**src/design/cpu_alu_with_flags_assert.svh**
```systemverilog
// Assertion macros for the ALU top-level design file.
`ifndef CPU_ALU_WITH_FLAGS_ASSERT_SVH
`define CPU_ALU_WITH_FLAGS_ASSERT_SVH

// The consequent must hold in the same cycle as the antecedent.
`define CPUALU_ASSERT_NOW(label, ante, cons) \
    label: assert property (@(posedge clk) disable iff (!rst_n) (ante) |-> (cons)) \
        else $error("cpualu: same-cycle check failed");

// The consequent must hold in the cycle after the antecedent.
`define CPUALU_ASSERT_NEXT(label, ante, cons) \
    label: assert property (@(posedge clk) disable iff (!rst_n) (ante) |=> (cons)) \
        else $error("cpualu: next-cycle check failed");

`endif

```
**src/design/cpualu_pkg.sv**
```systemverilog
package cpualu_pkg;

    // Operation codes
    localparam logic [4:0] MODE_ADD  = 5'd0;
    localparam logic [4:0] MODE_ADC  = 5'd1;
    localparam logic [4:0] MODE_SUB  = 5'd2;
    localparam logic [4:0] MODE_SBC  = 5'd3;
    localparam logic [4:0] MODE_AND  = 5'd4;
    localparam logic [4:0] MODE_XOR  = 5'd5;
    localparam logic [4:0] MODE_OR   = 5'd6;
    localparam logic [4:0] MODE_CP   = 5'd7;
    localparam logic [4:0] MODE_INC  = 5'd8;
    localparam logic [4:0] MODE_DEC  = 5'd9;
    localparam logic [4:0] MODE_RLC  = 5'd10;
    localparam logic [4:0] MODE_RRC  = 5'd11;
    localparam logic [4:0] MODE_RL   = 5'd12;
    localparam logic [4:0] MODE_RR   = 5'd13;
    localparam logic [4:0] MODE_SLA  = 5'd14;
    localparam logic [4:0] MODE_SRA  = 5'd15;
    localparam logic [4:0] MODE_SLL  = 5'd16;
    localparam logic [4:0] MODE_SRL  = 5'd17;
    localparam logic [4:0] MODE_DAA  = 5'd18;
    localparam logic [4:0] MODE_BIT  = 5'd19;
    localparam logic [4:0] MODE_SET  = 5'd20;
    localparam logic [4:0] MODE_RES  = 5'd21;
    localparam logic [4:0] MODE_ADDW = 5'd22;
    localparam logic [4:0] MODE_ADCW = 5'd23;
    localparam logic [4:0] MODE_SBCW = 5'd24;
    localparam logic [4:0] MODE_RLCA = 5'd25;
    localparam logic [4:0] MODE_RRCA = 5'd26;
    localparam logic [4:0] MODE_RLA  = 5'd27;
    localparam logic [4:0] MODE_RRA  = 5'd28;

    // Rotate and shift kinds
    localparam logic [2:0] ROT_RLC = 3'd0;
    localparam logic [2:0] ROT_RRC = 3'd1;
    localparam logic [2:0] ROT_RL  = 3'd2;
    localparam logic [2:0] ROT_RR  = 3'd3;
    localparam logic [2:0] ROT_SLA = 3'd4;
    localparam logic [2:0] ROT_SRA = 3'd5;
    localparam logic [2:0] ROT_SLL = 3'd6;
    localparam logic [2:0] ROT_SRL = 3'd7;

    // Flag bit positions
    localparam int FLAG_S  = 7;
    localparam int FLAG_Z  = 6;
    localparam int FLAG_Y  = 5;
    localparam int FLAG_H  = 4;
    localparam int FLAG_X  = 3;
    localparam int FLAG_PV = 2;
    localparam int FLAG_N  = 1;
    localparam int FLAG_C  = 0;

    localparam logic [7:0] DAA_LIMIT    = 8'h99;
    localparam logic [7:0] DAA_CORR_HI  = 8'h60;
    localparam logic [7:0] DAA_CORR_LO  = 8'h06;
    localparam logic [3:0] DAA_NIB_MAX  = 4'd9;
    localparam logic [7:0] INC_OVF_FROM = 8'h7F;
    localparam logic [7:0] DEC_OVF_FROM = 8'h80;

    typedef struct packed {
        logic [4:0]  mode;
        logic [7:0]  acc;
        logic [7:0]  operand;
        logic [15:0] word_left;
        logic [15:0] word_right;
        logic [2:0]  bit_pos;
        logic [7:0]  flags_in;
    } cpualu_req_t;

    typedef struct packed {
        logic [7:0]  byte_result;
        logic [15:0] word_result;
        logic [7:0]  flags_out;
        logic        writes_back;
    } cpualu_rsp_t;

    // Even parity of a byte: one when the count of ones is even
    function automatic logic parity_even(input logic [7:0] v);
        return ~(^v);
    endfunction

    // Rotate or shift a byte; returns {carry out, result}
    function automatic logic [8:0] rot_shift(input logic [2:0] kind,
                                             input logic [7:0] v,
                                             input logic cin);
        logic [8:0] r;
        case (kind)
            ROT_RLC: r = {v[7], v[6:0], v[7]};
            ROT_RRC: r = {v[0], v[0], v[7:1]};
            ROT_RL:  r = {v[7], v[6:0], cin};
            ROT_RR:  r = {v[0], cin, v[7:1]};
            ROT_SLA: r = {v[7], v[6:0], 1'b0};
            ROT_SRA: r = {v[0], v[7], v[7:1]};
            ROT_SLL: r = {v[7], v[6:0], 1'b1};
            ROT_SRL: r = {v[0], 1'b0, v[7:1]};
            default: r = {v[0], 1'b0, v[7:1]};
        endcase
        return r;
    endfunction

endpackage

```
**src/design/cpualu_in_stage.sv**
```systemverilog
module cpualu_in_stage (
    input  logic                  clk,
    input  logic                  rst_n,
    input  logic                  req_valid,
    output logic                  req_stall,
    input  cpualu_pkg::cpualu_req_t req_data,
    output logic                  op_valid,
    input  logic                  op_stall,
    output cpualu_pkg::cpualu_req_t op_data
);

    logic                    valid_reg;
    logic                    valid_next;
    cpualu_pkg::cpualu_req_t data_reg;
    logic                    load;

    // Advance when empty or when the next stage takes the held word
    assign load       = !valid_reg || !op_stall;
    assign req_stall  = !load;
    assign valid_next = load ? req_valid : valid_reg;

    always_ff @(posedge clk or negedge rst_n)
    begin
        if (!rst_n)
        begin
            valid_reg <= 1'b0;
        end
        else
        begin
            valid_reg <= valid_next;
        end
    end

    always_ff @(posedge clk)
    begin
        if (load && req_valid)
        begin
            data_reg <= req_data;
        end
    end

    assign op_valid = valid_reg;
    assign op_data  = data_reg;

endmodule

```
**src/design/cpualu_exec.sv**
```systemverilog
module cpualu_exec (
    input  cpualu_pkg::cpualu_req_t op,
    output cpualu_pkg::cpualu_rsp_t res
);

    always_comb
    begin
        logic [7:0]  a;
        logic [7:0]  v;
        logic [7:0]  f;
        logic        cin;
        logic        c;
        logic        sub;
        logic [8:0]  sum9;
        logic [4:0]  half5;
        logic        ov;
        logic        h;
        logic [7:0]  br;
        logic [15:0] wres;
        logic [7:0]  fo;
        logic        wb;
        logic [8:0]  rot;
        logic [7:0]  corr;
        logic        cy;
        logic        tbit;
        logic [7:0]  mask;
        logic [16:0] sum17;
        logic [12:0] half13;
        logic [7:0]  hi;

        a     = op.acc;
        v     = op.operand;
        f     = op.flags_in;
        cin   = f[cpualu_pkg::FLAG_C];
        c     = 1'b0;
        sub   = 1'b0;
        sum9  = '0;
        half5 = '0;
        ov    = 1'b0;
        h     = 1'b0;
        br    = a;
        wres  = '0;
        fo    = f;
        wb    = 1'b0;
        rot   = '0;
        corr  = '0;
        cy    = 1'b0;
        tbit  = 1'b0;
        mask  = 8'd1 << op.bit_pos;
        sum17 = '0;
        half13 = '0;
        hi    = '0;

        case (op.mode)
            cpualu_pkg::MODE_ADD, cpualu_pkg::MODE_ADC, cpualu_pkg::MODE_SUB,
            cpualu_pkg::MODE_SBC, cpualu_pkg::MODE_CP:
            begin
                sub = (op.mode == cpualu_pkg::MODE_SUB) || (op.mode == cpualu_pkg::MODE_SBC)
                   || (op.mode == cpualu_pkg::MODE_CP);
                c   = ((op.mode == cpualu_pkg::MODE_ADC) || (op.mode == cpualu_pkg::MODE_SBC))
                   && cin;
                if (sub)
                begin
                    sum9  = {1'b0, a} - {1'b0, v} - {8'd0, c};
                    half5 = {1'b0, a[3:0]} - {1'b0, v[3:0]} - {4'd0, c};
                    ov    = (a[7] ^ v[7]) & (a[7] ^ sum9[7]);
                end
                else
                begin
                    sum9  = {1'b0, a} + {1'b0, v} + {8'd0, c};
                    half5 = {1'b0, a[3:0]} + {1'b0, v[3:0]} + {4'd0, c};
                    ov    = ~(a[7] ^ v[7]) & (a[7] ^ sum9[7]);
                end
                br = sum9[7:0];
                fo = {br[7], (br == 8'd0), 1'b0, half5[4], 1'b0, ov, sub, sum9[8]};
                // Compare takes the undocumented bits from the operand
                if (op.mode == cpualu_pkg::MODE_CP)
                begin
                    fo[cpualu_pkg::FLAG_Y] = v[5];
                    fo[cpualu_pkg::FLAG_X] = v[3];
                end
                else
                begin
                    fo[cpualu_pkg::FLAG_Y] = br[5];
                    fo[cpualu_pkg::FLAG_X] = br[3];
                end
                wb = (op.mode != cpualu_pkg::MODE_CP);
            end
            cpualu_pkg::MODE_AND, cpualu_pkg::MODE_XOR, cpualu_pkg::MODE_OR:
            begin
                if (op.mode == cpualu_pkg::MODE_AND)
                begin
                    br = a & v;
                end
                else if (op.mode == cpualu_pkg::MODE_XOR)
                begin
                    br = a ^ v;
                end
                else
                begin
                    br = a | v;
                end
                fo = {br[7], (br == 8'd0), br[5], (op.mode == cpualu_pkg::MODE_AND), br[3],
                      cpualu_pkg::parity_even(br), 2'b00};
                wb = 1'b1;
            end
            cpualu_pkg::MODE_INC, cpualu_pkg::MODE_DEC:
            begin
                if (op.mode == cpualu_pkg::MODE_DEC)
                begin
                    br = v - 8'd1;
                    ov = (v == cpualu_pkg::DEC_OVF_FROM);
                    h  = (br[3:0] == 4'hF);
                end
                else
                begin
                    br = v + 8'd1;
                    ov = (v == cpualu_pkg::INC_OVF_FROM);
                    h  = (br[3:0] == 4'h0);
                end
                fo = {br[7], (br == 8'd0), br[5], h, br[3], ov,
                      (op.mode == cpualu_pkg::MODE_DEC), cin};
                wb = 1'b1;
            end
            cpualu_pkg::MODE_RLC, cpualu_pkg::MODE_RRC, cpualu_pkg::MODE_RL,
            cpualu_pkg::MODE_RR, cpualu_pkg::MODE_SLA, cpualu_pkg::MODE_SRA,
            cpualu_pkg::MODE_SLL, cpualu_pkg::MODE_SRL:
            begin
                rot = cpualu_pkg::rot_shift(3'(op.mode - cpualu_pkg::MODE_RLC), v, cin);
                br  = rot[7:0];
                fo  = {br[7], (br == 8'd0), br[5], 1'b0, br[3],
                       cpualu_pkg::parity_even(br), 1'b0, rot[8]};
                wb  = 1'b1;
            end
            cpualu_pkg::MODE_DAA:
            begin
                if ((a > cpualu_pkg::DAA_LIMIT) || cin)
                begin
                    corr = corr | cpualu_pkg::DAA_CORR_HI;
                    cy   = 1'b1;
                end
                if ((a[3:0] > cpualu_pkg::DAA_NIB_MAX) || f[cpualu_pkg::FLAG_H])
                begin
                    corr = corr | cpualu_pkg::DAA_CORR_LO;
                end
                br = f[cpualu_pkg::FLAG_N] ? (a - corr) : (a + corr);
                fo = {br[7], (br == 8'd0), br[5], (a[4] ^ br[4]), br[3],
                      cpualu_pkg::parity_even(br), f[cpualu_pkg::FLAG_N], cy};
                wb = 1'b1;
            end
            cpualu_pkg::MODE_BIT:
            begin
                tbit = v[op.bit_pos];
                br   = v;
                fo   = {((op.bit_pos == 3'd7) && tbit), !tbit, v[5], 1'b1, v[3],
                        !tbit, 1'b0, cin};
            end
            cpualu_pkg::MODE_SET:
            begin
                br = v | mask;
                wb = 1'b1;
            end
            cpualu_pkg::MODE_RES:
            begin
                br = v & ~mask;
                wb = 1'b1;
            end
            cpualu_pkg::MODE_ADDW, cpualu_pkg::MODE_ADCW, cpualu_pkg::MODE_SBCW:
            begin
                c = (op.mode != cpualu_pkg::MODE_ADDW) && cin;
                if (op.mode == cpualu_pkg::MODE_SBCW)
                begin
                    sum17  = {1'b0, op.word_left} - {1'b0, op.word_right} - {16'd0, c};
                    half13 = {1'b0, op.word_left[11:0]} - {1'b0, op.word_right[11:0]}
                           - {12'd0, c};
                    ov     = (op.word_left[15] ^ op.word_right[15])
                           & (op.word_left[15] ^ sum17[15]);
                end
                else
                begin
                    sum17  = {1'b0, op.word_left} + {1'b0, op.word_right} + {16'd0, c};
                    half13 = {1'b0, op.word_left[11:0]} + {1'b0, op.word_right[11:0]}
                           + {12'd0, c};
                    ov     = ~(op.word_left[15] ^ op.word_right[15])
                           & (op.word_left[15] ^ sum17[15]);
                end
                wres = sum17[15:0];
                hi   = wres[15:8];
                br   = '0;
                if (op.mode == cpualu_pkg::MODE_ADDW)
                begin
                    // Plain word add keeps sign, zero and overflow
                    fo = {f[cpualu_pkg::FLAG_S], f[cpualu_pkg::FLAG_Z], hi[5], half13[12],
                          hi[3], f[cpualu_pkg::FLAG_PV], 1'b0, sum17[16]};
                end
                else
                begin
                    fo = {hi[7], (wres == 16'd0), hi[5], half13[12], hi[3], ov,
                          (op.mode == cpualu_pkg::MODE_SBCW), sum17[16]};
                end
                wb = 1'b1;
            end
            cpualu_pkg::MODE_RLCA, cpualu_pkg::MODE_RRCA, cpualu_pkg::MODE_RLA,
            cpualu_pkg::MODE_RRA:
            begin
                rot = cpualu_pkg::rot_shift(3'(op.mode - cpualu_pkg::MODE_RLCA), a, cin);
                br  = rot[7:0];
                fo  = {f[cpualu_pkg::FLAG_S], f[cpualu_pkg::FLAG_Z], br[5], 1'b0, br[3],
                       f[cpualu_pkg::FLAG_PV], 1'b0, rot[8]};
                wb  = 1'b1;
            end
            default:
            begin
                br   = a;
                wres = '0;
                fo   = f;
                wb   = 1'b0;
            end
        endcase

        res.byte_result = br;
        res.word_result = wres;
        res.flags_out   = fo;
        res.writes_back = wb;
    end

endmodule

```
**src/design/cpualu_out_stage.sv**
```systemverilog
module cpualu_out_stage (
    input  logic                  clk,
    input  logic                  rst_n,
    input  logic                  res_valid,
    output logic                  res_stall,
    input  cpualu_pkg::cpualu_rsp_t res_data,
    output logic                  rsp_valid,
    input  logic                  rsp_stall,
    output cpualu_pkg::cpualu_rsp_t rsp_data
);

    logic                    valid_reg;
    logic                    valid_next;
    cpualu_pkg::cpualu_rsp_t data_reg;
    logic                    load;

    // Take a new result when empty or when the held one leaves this cycle
    assign load       = !valid_reg || !rsp_stall;
    assign res_stall  = !load;
    assign valid_next = load ? res_valid : valid_reg;

    always_ff @(posedge clk or negedge rst_n)
    begin
        if (!rst_n)
        begin
            valid_reg <= 1'b0;
        end
        else
        begin
            valid_reg <= valid_next;
        end
    end

    always_ff @(posedge clk)
    begin
        if (load && res_valid)
        begin
            data_reg <= res_data;
        end
    end

    assign rsp_valid = valid_reg;
    assign rsp_data  = data_reg;

endmodule

```
**src/design/cpu_alu_with_flags.sv**
```systemverilog
// Channel   Direction  Handshake             Word
// --------  ---------  --------------------  -----------------------------------
// req       in         req_valid, req_stall  req_data  (cpualu_req_t)
// rsp       out        rsp_valid, rsp_stall  rsp_data  (cpualu_rsp_t)
//
// A word passes the operand register, then the result register.
// One word is accepted per cycle unless req_stall is high; the single-pass ALU between the two registers sets this.
// Reset (rst_n low, asynchronous) empties both registers; the block holds no other state.
// A stalled result is held; the operand register still takes one more word behind it.
// req_stall rises only when both registers are full and rsp_stall is high.
module cpu_alu_with_flags (
    input  logic                    clk,
    input  logic                    rst_n,
    input  logic                    req_valid,
    output logic                    req_stall,
    input  cpualu_pkg::cpualu_req_t req_data,
    output logic                    rsp_valid,
    input  logic                    rsp_stall,
    output cpualu_pkg::cpualu_rsp_t rsp_data
);

`include "cpu_alu_with_flags_assert.svh"

    logic                    op_valid;
    logic                    op_stall;
    cpualu_pkg::cpualu_req_t op_data;
    cpualu_pkg::cpualu_rsp_t res_data;

    // Operand register: hold the accepted word until the result register can take it
    cpualu_in_stage u_in_stage (
        .clk       (clk),
        .rst_n     (rst_n),
        .req_valid (req_valid),
        .req_stall (req_stall),
        .req_data  (req_data),
        .op_valid  (op_valid),
        .op_stall  (op_stall),
        .op_data   (op_data)
    );

    // ALU proper: all operations in one pass of shallow adders and selects
    cpualu_exec u_exec (
        .op  (op_data),
        .res (res_data)
    );

    // Result register: hold the result while the consumer stalls
    cpualu_out_stage u_out_stage (
        .clk       (clk),
        .rst_n     (rst_n),
        .res_valid (op_valid),
        .res_stall (op_stall),
        .res_data  (res_data),
        .rsp_valid (rsp_valid),
        .rsp_stall (rsp_stall),
        .rsp_data  (rsp_data)
    );

    // An accepted word must sit in the operand register on the next cycle
    `CPUALU_ASSERT_NEXT(a_req_lands, req_valid && !req_stall, op_valid)
    // A word moving out of the operand register must appear as a result
    `CPUALU_ASSERT_NEXT(a_op_advances, op_valid && !op_stall, rsp_valid)
    // Stall the requester only when both registers are full and the output is blocked
    `CPUALU_ASSERT_NOW(a_stall_cause, req_stall, op_valid && rsp_valid && rsp_stall)
    // Operations that do not write back never produce a word result
    `CPUALU_ASSERT_NOW(a_nowb_word_zero, rsp_valid && !rsp_data.writes_back,
        rsp_data.word_result == 16'd0)

endmodule

```
**config.mk**
```make
export PLATFORM = sky130hd
export DESIGN_NAME = cpu_alu_with_flags
export DESIGN_NICKNAME = d
export VERILOG_FILES = /design/src/design/cpualu_pkg.sv /design/src/design/cpualu_in_stage.sv /design/src/design/cpualu_exec.sv /design/src/design/cpualu_out_stage.sv /design/src/design/cpu_alu_with_flags.sv
export VERILOG_INCLUDE_DIRS = /design/src /design/src/design
export SDC_FILE = /design/constraint.sdc
export NUM_CORES = 1
export LEC_CHECK = 0
export BUFFER_PORTS_ARGS = -buffer_cell sky130_fd_sc_hd__buf_4
export CORE_AREA = 2 2 98 195
export CTS_CLUSTER_DIAMETER = 150
export DETAILED_ROUTE_END_ITERATION = 8
export DIE_AREA = 0 0 100 197
export HOLD_SLACK_MARGIN = 0.03
export PLACE_DENSITY = 0.81
export SYNTH_ARGS = -nofsm -noshare
export SYNTH_HDL_FRONTEND = slang
export SYNTH_SLANG_ARGS = --single-unit
```
**constraint.sdc**
```tcl
create_clock -name clk -period 12.7 [get_ports clk]
set_input_delay 3.175 -clock clk [delete_from_list [all_inputs] [get_ports clk]]
set_output_delay 3.175 -clock clk [all_outputs]
set_load 0.005 [all_outputs]
```
## Word level (Yosys, flattened, before mapping)

Index checks and enable logic that the tools add are counted.

| word-level totals | value |
|---|---|
| flip-flop bits (word level) | 99 |
| output and inout port bits | 35 |
| input port bits | 68 |

| operators by class | value |
|---|---|
| bitwise gates (word level) | 22 |
| $add $sub $neg | 22 |
| multiplexer cells | 31 |
| eq/ne operators | 48 |
| shift operators | 1 |
| magnitude comparators | 3 |
| reduce and logical (&&, ||, !) cells | 37 |

Operators by type and width:

| operator | number |
|---|---|
| $pmux 9 s8 | 2 |
| $pmux 8 s10 | 1 |
| $eq 5x5->1 const B | 13 |
| $mux 8 | 8 |
| $pmux 8 s8 | 1 |
| $eq 5x4->1 const B | 8 |
| $logic_not 8->1 | 5 |
| $mux 17 | 2 |
| $eq 3x3->1 const B | 9 |
| $mux 9 | 3 |
| $reduce_xor 8->1 | 3 |
| $reduce_or 23->1 | 1 |
| $eq 5x3->1 const B | 4 |
| $add 16x16->17 | 1 |
| $add 17x1->17 | 1 |
| $sub 16x16->17 | 1 |
| $sub 17x1->17 | 1 |
| $and 8x8->8 | 2 |
| $logic_not 16->1 | 1 |
| $or 8x8->8 | 2 |
| $add 12x12->13 | 1 |
| $add 13x1->13 | 1 |
| $mux 13 | 1 |
| $sub 12x12->13 | 1 |
| 50 further kinds | 91 |

## Depth between registers and ports, before layout

| depth | value |
|---|---|
| word-level depth | 10 |
| mapped depth | 20 |
| mapped depth without buffers | 20 |

## Cells and area by module

A second synthesis with hierarchy kept.

| second synthesis, totals | value |
|---|---|
| cell total of the unflattened synthesis | 982 |
| area, all modules | 9226.3 um2 |

By module, submodules not included:

| module | times used | cells an instance | area an instance (um2) |
|---|---|---|---|
| cpualu_exec | 1 | 877 | 6213.5 |
| cpualu_in_stage | 1 | 68 | 1971.9 |
| cpualu_out_stage | 1 | 37 | 1041.0 |

## Least setup slack after synthesis

OpenSTA, ideal clock, no wires.

| timing path | value |
|---|---|
| path kind | input port to output port |
| start | input rsp_stall |
| end | output req_stall |
| slack | 6.205 ns |
| arrival time | 3.320 ns |
| stages | 2 |
| cells stage by stage | nand3_1 -> inv_1 |

| between the ends | value |
|---|---|
| longest elaborated chain between the ends | 4 |

RTL lines:

| element | line | text |
|---|---|---|
| start: declaration | cpu_alu_with_flags.sv:18 | `input logic rsp_stall,` |
| $logic_not 1->1 | cpualu_out_stage.sv:18 | `assign load = !valid_reg \|\| !rsp_stall;` |
| $logic_or 1x1->1 | cpualu_out_stage.sv:18 |  |
| $logic_or 1x1->1 | cpualu_in_stage.sv:18 | `assign load = !valid_reg \|\| !op_stall;` |
| $logic_not 1->1 | cpualu_in_stage.sv:19 | `assign req_stall = !load;` |
| end: declaration | cpu_alu_with_flags.sv:15 | `output logic req_stall,` |

Every way passes these cells.

## Final worst setup path

Ends and elaborated chain as after synthesis.

==> results.md <==
- The worst setup slack after placement is 5950 ps.
- The hold slack is approximately 490 ps.
- Wires add up to between 20 and 30 mm.
- The most numerous cell type found on the critical path is sky130_fd_sc_hd__buf_4.
- The async set-reset flop share out of synthesis is about 2.0%.
- The detailed router finished its first iteration with 630 violations.
- The minimum setup slack in the final design is about 6000 ps.
- The count of flip-flops with a built-in enable after synthesis is 97.
- Counting every net in the synthesized netlist gives 1,149.
- The max-slew violation count is 0.
- No sink is reached through more buffers than the 2 on the longest clock path.
- The total die area is 0.0197 mm^2.
- The cell count after synthesis came out at between 900 and 1,000.
- Along the worst path, the maximum fanout reaches 3.
- The final weighted congestion in routability-driven placement is around 1.1.
- Global routing finished with a remaining overflow of 0.
- In this run, CTS created clock tree buffers numbering 9.
- The count of non-filler cells in the finished layout is roughly 1,300.
- After clock tree synthesis, the repair step resized 0 gates.
- Sequential cells account for ~37% of the total power.
- Net switching is roughly 37% of the power.
- The total leakage power is 4.40 nW.
- Buffers placed on the I/O ports in this run total 102.
- The starting density of the core is 49.1%.
- The residual antenna-violating net count after detailed routing is 0.
- The number of warning messages in the yosys log is 0.
- IR analysis of the VDD net gives a maximum drop of 111 uV.
- The length of the first detailed-routing pass in iterations is 5.
- a little over 100 I/O pins were placed.
- Subtracting the final worst setup slack from the clock period gives between 6000 and 7000 ps.
- The later-pin clock latency in the skew report is between 300 and 400 ps.
- Summing the sequential cell areas from Yosys gives about a third of the chip area.
- After synthesis, the netlist uses 75 different library cells.
- The worst min-delay path class is flip-flop to flip-flop.
- The number of filler instances in the final layout is 1,637.
- The clock transition at the registers of the reported paths is about 70 ps.
- The HPWL after detailed placement is between 20 and 25 mm.
- After detailed routing, the number of remaining DRC violations is 0.
- Setup repair after global routing left no endpoint under its margin.
- The critical path goes through buf_4 > nand3_1 > inv_1 > buf_4.
- The via count of the first global-routing pass was about 8,000.
- The net count of the finished layout is between 1,000 and 1,500.
- The combinational group share of total power is 37.5%.
- For the worst setup path, the data arrival time is between 3000 and 4000 ps.
- Max-cap violations in this run came to 0.
- The number of antenna violations at the first check in global routing came to 0.
- The worst setup path is captured at an output pin.
- The clock skew is slightly above 20 ps.
- The flow ran to the end, and the final reports show no timing, DRC or antenna violations.
- The number of buffers added for setup after CTS is 0.
- The final hold violation count came to 0.
- Across every metal layer, demand over resource in global routing totals between 20 and 30%.
- The post-route clock period utilization is between 50% and 60%.
- The via density per instance is ~6.2.
- The die boundary width is 100 um.
- The first global-routing pass estimated 43.4 mm of wire.
- The achievable frequency is about 150 MHz.
- The most frequently used flop master after synthesis is sky130_fd_sc_hd__edfxtp_1.
- The total placed cells including tap cells is roughly 1,300.
- Summing all non-filler instances in the final layout gives an area of 0.0102 mm^2.
- The clock sink count is 99.
- The worst reg-to-reg path cell count is 17.
- The average size of a mapped cell is slightly above 9 um^2.
- In the final routed layout, each cell accounts on average for between 20 and 25 um.
- The worst hold path stage count is 1.
- Of the total power, the clock network draws between 20% and 30%.
- The floorplan has 70 rows.
- The fraction of final layout cells with drive strength greater than 1 is between 15 and 20%.
- The worst setup path is launched from an input port.
- The overall die height is about 200 um.
- The slowest stage of the critical path is the sky130_fd_sc_hd__buf_4 cell.
- The relative max-transition margin is a little under two fifths.
- Setup violations remaining at the end of the flow were counted as 0.
- The cell at the root of the clock tree is sky130_fd_sc_hd__clkbuf_16.
- The total vias in the final route is roughly 7,900.
- Summing all placed instances gives a cell area of 0.00992 mm^2.
- In this run, post-CTS hold repair placed 0 buffers.
- On the worst path, the slowest cell contributes a delay of approximately 130 ps.
- In this run the number of H-tree levels came out at 3.
- Together, buffers and inverters on the worst path number 3.
- The logic depth of the worst setup path including buffers is 4.
- The path type of the worst setup path is input port to output pin.
- The cell family with the largest share of critical-path delay is buffers and inverters.
- The internal power contribution is between 700 and 800 uW.
- After floorplanning, the core was sized to cover 0.0182 mm^2.
- The CTS tree is done.
- The analysis attributes to net switching a power of around 410 uW.
- From synthesis to final layout, the design area changed by 14.1%.
- For this design the ratio of total power to cell area is ~110 mW/mm^2.
- The slew at the pin closest to its max-slew limit is 903 ps.
- Entering global routing, the biggest net connects 65 pins.
- The data required time at the worst endpoint is roughly 9500 ps.
- The repair_antennas step left the layout with diodes totalling 0.
- The total negative slack for setup checks is 0 ps.
- After synthesis the cells add up to roughly 0.0089 mm^2.
- The flip-flop and latch count after synthesis is around 100.
## routing by layer
metal | GRT usage (%) | up-vias | wire [um]
li1 | - | 3672 | -
met1 | 27.0 | 3750 | 8750
met2 | 53.3 | 362 | 15000
met3 | 5.07 | 157 | 1430
met4 | 26.3 | 0 | 2940
met5 | 0 | - | 0
## worst reg2reg max path: stages (launching register included)
cell                       delay (ps)
sky130_fd_sc_hd__edfxtp_1         360
sky130_fd_sc_hd__buf_4            220
sky130_fd_sc_hd__nor2_1           510
sky130_fd_sc_hd__nand4_1          310
sky130_fd_sc_hd__inv_1            150
sky130_fd_sc_hd__fa_1             440
sky130_fd_sc_hd__ha_1             200
sky130_fd_sc_hd__or2_2            280
sky130_fd_sc_hd__fa_1             410
sky130_fd_sc_hd__o21a_1           220
sky130_fd_sc_hd__o21ai_0          240
sky130_fd_sc_hd__nand2_1          100
sky130_fd_sc_hd__a21oi_1          230
sky130_fd_sc_hd__o21bai_1         100
sky130_fd_sc_hd__a21oi_1          230
sky130_fd_sc_hd__xor2_1           100
sky130_fd_sc_hd__a21boi_0         500
sky130_fd_sc_hd__o32ai_1          220
## stage by stage
step	total power, mW	utilization [%]
global route	1.17	56.1
floorplan	0.699	-
finish	1.12	56.1
CTS	1.11	56.1
detailed placement	0.830	54.5
global placement	0.822	54.5
## cells by family (layout without fill, tap and decap cells)
family                     Yosys count  count (layout)  share of synthesized area [%]
DFF                                 99              99                           33.1
buffers and inverters              132             223                           5.68
adders and majority gates          112             112                           16.3
xor gates and xnor gates            69              69                           6.91
muxes                               44              44                           5.41
AOI/OAI and AO/OA                  235             235                           17.2
and+or+nand+nor                    278             278                           15.4
## layout by cell type, fill, tap and decap left out, types with 5 or more instances in the layout
cell type,n
sky130_fd_sc_hd__a211oi_1,16
sky130_fd_sc_hd__a21o_1,11
sky130_fd_sc_hd__a21oi_1,51
sky130_fd_sc_hd__a221oi_1,5
sky130_fd_sc_hd__a31oi_1,14
sky130_fd_sc_hd__and3_1,8
sky130_fd_sc_hd__buf_4,112
sky130_fd_sc_hd__clkbuf_16,9
sky130_fd_sc_hd__edfxtp_1,97
sky130_fd_sc_hd__fa_1,8
sky130_fd_sc_hd__ha_1,104
sky130_fd_sc_hd__inv_1,93
sky130_fd_sc_hd__mux2_2,11
sky130_fd_sc_hd__mux2i_1,30
sky130_fd_sc_hd__nand2_1,60
sky130_fd_sc_hd__nand2b_1,12
sky130_fd_sc_hd__nand3_1,31
sky130_fd_sc_hd__nand4_1,8
sky130_fd_sc_hd__nor2_1,82
sky130_fd_sc_hd__nor2b_1,12
sky130_fd_sc_hd__nor3_1,23
sky130_fd_sc_hd__nor3b_1,6
sky130_fd_sc_hd__o211ai_1,10
sky130_fd_sc_hd__o21a_1,6
sky130_fd_sc_hd__o21ai_0,58
sky130_fd_sc_hd__o21bai_1,7
sky130_fd_sc_hd__o221ai_1,7
sky130_fd_sc_hd__o22ai_1,8
sky130_fd_sc_hd__o31ai_1,5
sky130_fd_sc_hd__or2_2,7
sky130_fd_sc_hd__or3_1,6
sky130_fd_sc_hd__xnor2_1,52
sky130_fd_sc_hd__xor2_1,16
## cells in the mapped netlist, types with 10 or more instances
master / number / area (um^2)
sky130_fd_sc_hd__inv_1: 93 / 349
sky130_fd_sc_hd__o211ai_1: 10 / 75.1
sky130_fd_sc_hd__mux2i_1: 30 / 300
sky130_fd_sc_hd__xnor2_1: 52 / 455
sky130_fd_sc_hd__a21oi_1: 51 / 255
sky130_fd_sc_hd__o21ai_0: 58 / 290
sky130_fd_sc_hd__ha_1: 104 / 1300
sky130_fd_sc_hd__nand2b_1: 12 / 75.1
sky130_fd_sc_hd__mux2_2: 11 / 124
sky130_fd_sc_hd__a211oi_1: 16 / 120
sky130_fd_sc_hd__clkbuf_1: 29 / 109
sky130_fd_sc_hd__nand2_1: 60 / 225
sky130_fd_sc_hd__a31oi_1: 14 / 87.6
sky130_fd_sc_hd__nor3_1: 23 / 115
sky130_fd_sc_hd__xor2_1: 16 / 140
sky130_fd_sc_hd__edfxtp_1: 97 / 2910
sky130_fd_sc_hd__nor2b_1: 12 / 75.1
sky130_fd_sc_hd__nor2_1: 82 / 308
sky130_fd_sc_hd__a21o_1: 11 / 82.6
sky130_fd_sc_hd__nand3_1: 31 / 155
## layout make-up
class	instances	area (um^2)	area share, %
clock inverter	6	53.8	0.527
tap	216	270	2.65
timing repair buffer	112	841	8.23
multi-input combinational	738	5490	53.8
sequential	99	2960	29.0
inverter	95	357	3.49
clock buffer	10	239	2.34
## state kept, by name (all words and copies together), names as in the netlist
signal and cells:
u_out_stage.rsp_data 33, u_in_stage.op_valid 1, u_in_stage.op_data 64, u_out_stage.rsp_valid 1
## path summary, 6_finish.rpt
kind                                              from                       to  slack (ps)
max in group asynchronous                        rst_n      u_in_stage.op_valid       10040
worst min-delay path               u_in_stage.op_valid    u_out_stage.rsp_valid         490
worst max register to register  u_in_stage.op_data[63]  u_out_stage.rsp_data[1]        7590
worst min register to register     u_in_stage.op_valid    u_out_stage.rsp_valid         490
min in group asynchronous                        rst_n    u_out_stage.rsp_valid        2570
worst max-delay path                         rsp_stall                req_stall        5950
## power groups by stage
| stage | registers, mW | clock network, mW | logic [mW] |
|---|---|---|---|
| floorplan | 0.413 | 0 | 0.286 |
| global placement | 0.422 | 0 | 0.400 |
| detailed placement | 0.422 | 0 | 0.408 |
| CTS | 0.415 | 0.287 | 0.411 |
| global route | 0.418 | 0.296 | 0.455 |
| finish | 0.416 | 0.285 | 0.421 |
No activity file was read; power rests on OpenSTA's default activity.
